==> src/rtl/xprx_pkg.sv <==
package xprx_pkg;

    localparam int unsigned STACK_BYTES = 4096;
    localparam int unsigned REG_COUNT   = 16;
    localparam int unsigned SA_W        = $clog2(STACK_BYTES);
    localparam int unsigned WORD_DEPTH  = STACK_BYTES / 8;
    localparam int unsigned WA_W        = $clog2(WORD_DEPTH);
    localparam int unsigned RIDX_W      = $clog2(REG_COUNT);

    localparam logic [RIDX_W-1:0] RSP_NUM = RIDX_W'(4);
    localparam logic [RIDX_W-1:0] RBP_NUM = RIDX_W'(5);
    localparam logic [63:0] STACK_HALF = 64'(STACK_BYTES / 2);

    localparam logic [2:0] F_MOV      = 3'd0;
    localparam logic [2:0] F_XOR      = 3'd1;
    localparam logic [2:0] F_SUB      = 3'd2;
    localparam logic [2:0] F_LEA      = 3'd3;
    localparam logic [2:0] F_PUSH     = 3'd4;
    localparam logic [2:0] F_POP      = 3'd5;
    localparam logic [2:0] F_STORE_R  = 3'd6;
    localparam logic [2:0] F_STORE_I  = 3'd7;

    localparam logic [2:0] V_64 = 3'd0;
    localparam logic [2:0] V_32 = 3'd1;
    localparam logic [2:0] V_16 = 3'd2;
    localparam logic [2:0] V_L8 = 3'd3;
    localparam logic [2:0] V_H8 = 3'd4;

    localparam logic [1:0] FLT_OK     = 2'd0;
    localparam logic [1:0] FLT_WIDTH  = 2'd1;
    localparam logic [1:0] FLT_WINDOW = 2'd2;

    typedef struct packed {
        logic [2:0]  func;
        logic [3:0]  dst_reg;
        logic [2:0]  dst_view;
        logic [3:0]  src_reg;
        logic [2:0]  src_view;
        logic [3:0]  base_reg;
        logic [2:0]  base_view;
        logic [3:0]  index_reg;
        logic        has_index;
        logic [3:0]  scale;
        logic [63:0] disp;
        logic [63:0] imm;
    } t_instr;

    typedef struct packed {
        logic [1:0]  fault_code;
        logic        zero_flag;
        logic [63:0] dest_value;
        logic [63:0] eff_addr;
        logic [63:0] stack_ptr;
    } t_result;

    // controller -> datapath
    typedef struct packed {
        logic load;
        logic mem_rd;
        logic clear;
        logic commit;
    } t_cmd;

    // datapath -> controller
    typedef struct packed {
        logic clear_done;
    } t_status;

    // size in bytes (0 = bad view)
    function automatic logic [3:0] view_bytes(input logic [2:0] v);
        logic [3:0] b;
        unique case (v)
            V_64:       b = 4'd8;
            V_32:       b = 4'd4;
            V_16:       b = 4'd2;
            V_L8, V_H8: b = 4'd1;
            default:    b = 4'd0;
        endcase
        return b;
    endfunction

    function automatic logic [63:0] bytes_mask(input logic [3:0] n);
        logic [63:0] m;
        unique case (n)
            4'd8:    m = '1;
            4'd4:    m = 64'h0000_0000_FFFF_FFFF;
            4'd2:    m = 64'h0000_0000_0000_FFFF;
            4'd1:    m = 64'h0000_0000_0000_00FF;
            default: m = '0;
        endcase
        return m;
    endfunction

    function automatic logic [63:0] rd_view(input logic [63:0] r, input logic [2:0] v,
                                            input logic [3:0] n);
        logic [63:0] t;
        t = (v == V_H8) ? (r >> 8) : r;
        return t & bytes_mask(n);
    endfunction

    function automatic logic [63:0] wr_view(input logic [63:0] r, input logic [2:0] v,
                                            input logic [63:0] val);
        logic [63:0] m;
        logic [63:0] s;
        m = bytes_mask(view_bytes(v));
        s = val;
        if (v == V_H8) begin
            m = m << 8;
            s = val << 8;
        end
        return (r & ~m) | (s & m);
    endfunction

endpackage

==> src/rtl/xprx_ctrl.sv <==
module xprx_ctrl (
    input  logic              i_clk,
    input  logic              i_rst_n,
    input  logic              i_in_valid,
    output logic              o_in_ready,
    output logic              o_out_valid,
    input  logic              i_out_ready,
    input  xprx_pkg::t_status i_status,
    output xprx_pkg::t_cmd    o_cmd
);
    import xprx_pkg::*;

    typedef enum logic [4:0] {
        S_CLEAR = 5'b00001,
        S_IDLE  = 5'b00010,
        S_READ  = 5'b00100,
        S_EXEC  = 5'b01000,
        S_OUT   = 5'b10000
    } t_state;

    t_state r_state, n_state;

    always_ff @(posedge i_clk) begin
        if (!i_rst_n) begin
            r_state <= S_CLEAR;
        end else begin
            r_state <= n_state;
        end
    end

    always_comb begin
        n_state = r_state;
        o_cmd   = '0;
        unique case (r_state)
            S_CLEAR: begin
                o_cmd.clear = 1'b1;
                if (i_status.clear_done) begin
                    n_state = S_IDLE;
                end
            end
            S_IDLE: begin
                if (i_in_valid) begin
                    o_cmd.load = 1'b1;
                    n_state    = S_READ;
                end
            end
            S_READ: begin
                o_cmd.mem_rd = 1'b1;
                n_state      = S_EXEC;
            end
            S_EXEC: begin
                o_cmd.commit = 1'b1;
                n_state      = S_OUT;
            end
            S_OUT: begin
                if (i_out_ready) begin
                    n_state = S_IDLE;
                end
            end
            default: n_state = S_CLEAR;
        endcase
    end

    assign o_in_ready  = (r_state == S_IDLE);
    assign o_out_valid = (r_state == S_OUT);

    a_onehot: assert property (@(posedge i_clk) disable iff (!i_rst_n) $onehot(r_state))
        else $error("state not one-hot");
    a_commit_once: assert property (@(posedge i_clk) disable iff (!i_rst_n)
        o_cmd.commit |=> o_out_valid && !o_cmd.commit)
        else $error("commit not followed by result");
    a_no_overlap: assert property (@(posedge i_clk) disable iff (!i_rst_n)
        !(o_in_ready && o_out_valid))
        else $error("accept while result pending");
endmodule

==> config.mk <==
export PLATFORM = sky130hd
export DESIGN_NAME = xprx_ctrl
export DESIGN_NICKNAME = d
export VERILOG_FILES = /design/src/rtl/xprx_pkg.sv /design/src/rtl/xprx_ctrl.sv
export SDC_FILE = /design/constraint.sdc
export NUM_CORES = 1
export LEC_CHECK = 0
export BUFFER_PORTS_ARGS = -buffer_cell sky130_fd_sc_hd__buf_4
export CORE_AREA = 2 2 39 41
export CTS_BUF_LIST = sky130_fd_sc_hd__clkbuf_4 sky130_fd_sc_hd__clkbuf_8
export CTS_CLUSTER_DIAMETER = 100
export DETAILED_ROUTE_END_ITERATION = 12
export DIE_AREA = 0 0 41 43
export HOLD_SLACK_MARGIN = 0.15
export SLEW_MARGIN = 10
export SYNTH_ARGS = -nofsm -noshare
export SYNTH_HDL_FRONTEND = slang
export SYNTH_SLANG_ARGS = --single-unit
==> constraint.sdc <==
create_clock -name i_clk -period 1.5 [get_ports i_clk]
set_clock_uncertainty 0.05 [all_clocks]
set_input_delay 0.225 -clock i_clk [delete_from_list [all_inputs] [get_ports i_clk]]
set_output_delay 0.225 -clock i_clk [all_outputs]
set_load 0.02 [all_outputs]
# Yosys cells after proc, flatten, opt, wreduce, memory -nomap -nowiden
# Cells that the tools add are included.
# op_classes
n_eq_ne,8
reduce_logical,1
n_mux,9
# op_table
operator,count
$pmux 5 s5,1
$mux 5,3
$eq 5x1->1 const B,1
$eq 5x2->1 const B,1
$eq 5x3->1 const B,1
$eq 5x4->1 const B,1
$eq 5x5->1 const B,1
$mux 1,5
$ne 2x2->1 const B,2
$reduce_and 3->1,1
$ne 2x1->1 const B,1
# word_totals
word_cells,19
inputBits,5
regBits,5

# Longest topological paths before layout
# logic_depth
word_depth,3
ltp_mapped,5
depth_no_buf,4

# Worst setup path before layout
# No wires, ideal clock.
# synth_path
kind,register -> output
from,register r_state[1]
to,output o_cmd[0] (netlist name)
arrival_ns,1.271
path_slack_ns,-0.046
path_stages_with_launch,3
path_cell_list,dfxtp_1 or3_4 nor3b_1
# synth_lines
element,line,text
start: declaration,xprx_ctrl.sv:21,"t_state r_state, n_state;"
start signal: assignment,xprx_ctrl.sv:27,r_state <= n_state;
end: declaration,xprx_ctrl.sv:9,output xprx_pkg::t_cmd o_cmd

==> impl_metrics.sql <==
INSERT INTO impl_metrics (metric_group, metric, value, unit) VALUES
('status', 'result_of_the_run', 'finished with violations', ''),
('status', 'failed_checks', 'setup timing', ''),
('finish', 'multiInputGateArea', '222.7', 'µm²'),
('die', 'initial_utilization', '0.2360', ''),
('placed_design', 'dp_cells', '62', ''),
('sta', 'setup_viol', '3', ''),
('synth', 'synth_common_cells', '5 x sky130_fd_sc_hd__dfxtp_1, 4 x sky130_fd_sc_hd__nor3_1, 3 x sky130_fd_sc_hd__inv_1, 3 x sky130_fd_sc_hd__nor2_1, 3 x sky130_fd_sc_hd__nor4b_1', ''),
('setup_path', 'critPathTopFamily', 'simple AND/OR/NAND/NOR gates', ''),
('setup_path', 'worstSetupStartpointType', 'flop', ''),
('setup_path', 'crit_slowest_cell', 'sky130_fd_sc_hd__or3_4', ''),
('clocking', 'cts.sinks', '5', ''),
('setup_path', 'crit_required', '1.22', 'ns'),
('job', 'max-cap-violations', '0', ''),
('setup_path', 'worstPathArrival', '1.29', 'ns'),
('hold_path', 'worst_hold_path_type', 'in -> reg', ''),
('routing', 'detailed_router_s_first_iteration_violation_count', '6', ''),
('synth', 'synthesis.nets', '40', ''),
('clocking', 'cts_buffer_depth', '2', ''),
('sta', 'final-max-slew-violation-count', '0', ''),
('finish', 'final-seq-area', '111.4', 'µm²'),
('pwr', 'leakage_power_figure', '0.2566', 'nW'),
('placed_design', 'gpl.final_weighted_congestion', '0.6654', ''),
('clocking', 'cts_buffers', '3', ''),
('hold_path', 'min_from', 'i_rst_n', ''),
('finish', 'n_fill_cell', '133', ''),
('finish', 'num-nets-final', '64', ''),
('pwr', 'power_switching_share', '0.3112', ''),
('clocking', 'tritoncts', 'done', ''),
('grt', 'grt_max_degree', '10', ''),
('clocking', 'clk_transition_reported_paths', '0.04', 'ns'),
('pwr', 'share_of_total_power_in_sequential_cells', '0.294', ''),
('pwr', 'combinationalPowerShare', '0.372', ''),
('setup_path', 'cp_num_buf_inv', '1', ''),
('clocking', 'hold_fix_buffers_at_cts', '0', ''),
('die', 'fp.dieArea', '0.001763', 'mm²'),
('setup_path', 'crit_path_max_fanout', '3', ''),
('grt', 'grt_antenna_before_repair', '0', ''),
('placed_design', 'detailed_place.area', '430.4', 'µm²'),
('setup_path', 'critical_path.max_stage_delay', '0.40', 'ns'),
('die', 'floorplan.core_area', '0.001384', 'mm²'),
('finish', 'largest_register_ff_count', '5', ''),
('synth', 'synthCells', '35', ''),
('placed_design', 'port_buffers', '10', ''),
('routing', 'totalWireLength', '893', 'µm'),
('grt', 'first_global_vias', '309', ''),
('synth', 'synth.yosys.seq_area_share', '0.3065', ''),
('grt', 'grtUsageTotal', '0.1043', ''),
('synth', 'post_synth.cell_area_avg', '9.330', 'µm²'),
('setup_path', 'crit_path_end_kind', 'output port', ''),
('routing', 'detail_route.first_pass.iterations', '5', ''),
('finish', 'antenna_cells_inserted', '0', ''),
('synth', 'synth.top_cell.area_share', '0.3065', ''),
('pwr', 'total_power', '0.0005428', 'W'),
('setup_path', 'reg_to_reg_critical_path_startpoint', 'r_state[2]$_SDFFE_PN0P_', ''),
('finish', 'layout.cell_area.non_filler', '564.3', 'µm²'),
('sta', 'rsz_0062_raised_after_global_routing', 'true', ''),
('finish', 'final_util', '0.4078', ''),
('clocking', 'clock-root-buffer', 'sky130_fd_sc_hd__clkbuf_4', ''),
('finish', 'post_layout_nonfiller_instances', '74', ''),
('synth', 'ys_ff_latch', '5', ''),
('clocking', 'htree_levels', '1', ''),
('finish', 'regMostFlops', 'r_state', ''),
('sta', 'final_critical_path_setup_slack', '-0.06082', 'ns'),
('routing', 'drtAntennaViolNets', '0', ''),
('sta', 'worst_pin_slew', '0.3861', 'ns'),
('pwr', 'p_switching', '0.0001689', 'W'),
('synth', 'post_synthesis_cell_area', '326.6', 'µm²'),
('setup_path', 'worstPathCellList', 'or3_4, nor3b_2, buf_4', ''),
('setup_path', 'crit_path_from', 'r_state[2]$_SDFFE_PN0P_', ''),
('synth', 'synth_edf_count', '0', ''),
('pwr', 'peakVddDrop', '0.4381', 'mV');
## cells in the final DEF (no fill, tap or decap), types with 2 or more instances in the layout
cell type / netlist / routed
sky130_fd_sc_hd__nand3b_1: 2 / 2
sky130_fd_sc_hd__dfxtp_4: 0 / 2
sky130_fd_sc_hd__inv_1: 3 / 2
sky130_fd_sc_hd__nor3_1: 4 / 2
sky130_fd_sc_hd__buf_4: 1 / 18
sky130_fd_sc_hd__nor2_1: 3 / 2
sky130_fd_sc_hd__mux2i_1: 2 / 2
sky130_fd_sc_hd__buf_6: 1 / 3
sky130_fd_sc_hd__nor4b_1: 3 / 3
sky130_fd_sc_hd__clkbuf_4: 0 / 4
sky130_fd_sc_hd__dfxtp_2: 0 / 3
## what timing repair did
action,CTS,global route
cloned,0,0
pin swaps,4,4
setup endpoints to repair,3,5
gates resized for setup,5,11
setup buffers,5,3
## kinds of logic (layout without fill, tap and decap cells)
logic type / Yosys count / after routing / share of synthesized area
xor gates and xnor gates: 1 / 1 / 0.02682
DFF: 5 / 5 / 0.3065
buffers and inverters: 5 / 28 / 0.09196
AOI/OAI and AO/OA: 4 / 4 / 0.1494
muxes: 2 / 2 / 0.06131
and+or+nand+nor: 18 / 18 / 0.3640
## stage by stage
| step | hold slack [ns] | setup slack (ns) |
|---|---|---|
| floorplan | 0.3107 | 0.01534 |
| global placement | 0.4675 | 0.1324 |
| detailed placement | 0.4644 | 0.1459 |
| CTS | 0.2100 | -0.07242 |
| global route | 0.2183 | -0.09087 |
| finish | 0.2100 | -0.06082 |
## worst paths after layout
| path | endpoint | slack (ns) | depth (start not counted) |
|---|---|---|---|
| hold reg to reg | r_state[3]$_SDFFE_PN0P_ | 0.57 | 3 |
| hold / removal | r_state[2]$_SDFFE_PN0P_ | 0.21 | 3 |
| setup reg to reg | r_state[1]$_SDFFE_PN0P_ | 0 | 4 |
| setup / recovery | o_cmd[0] | -0.06 | 3 |
## worst min-delay path: stages
cell and delay [ns]:
sky130_fd_sc_hd__buf_4 0.12, sky130_fd_sc_hd__o41ai_4 0.07, sky130_fd_sc_hd__nor4b_1 0.05
## metal layers
layer,GRT usage,routed length (µm),vias up
li1,-,-,175
met1,0.1090,344,173
met2,0.1625,484,9
met3,0.03141,35,5
met4,0.08000,29,0
met5,0,0,-
## cell type report
type,count,share of cell area
multi-input cells,25,0.3947
repair buffers,21,0.2993
flip-flops and latches,5,0.1973
clock buffers,4,0.05322
well taps,16,0.03548
inverters,3,0.01996
## power groups by stage
stage	sequential (W)	combinational [W]	clock, W
5_1_grt	0.000160	0.000217	0.000189
2_1_floorplan	0.000154	0.000108	0
4_1_cts	0.000156	0.000170	0.000180
6_report	0.000159	0.000202	0.000182
3_5_place_dp	0.000162	0.000144	0
3_3_place_gp	0.000162	0.000142	0
Note: power is estimated with default switching activity, not from simulation.
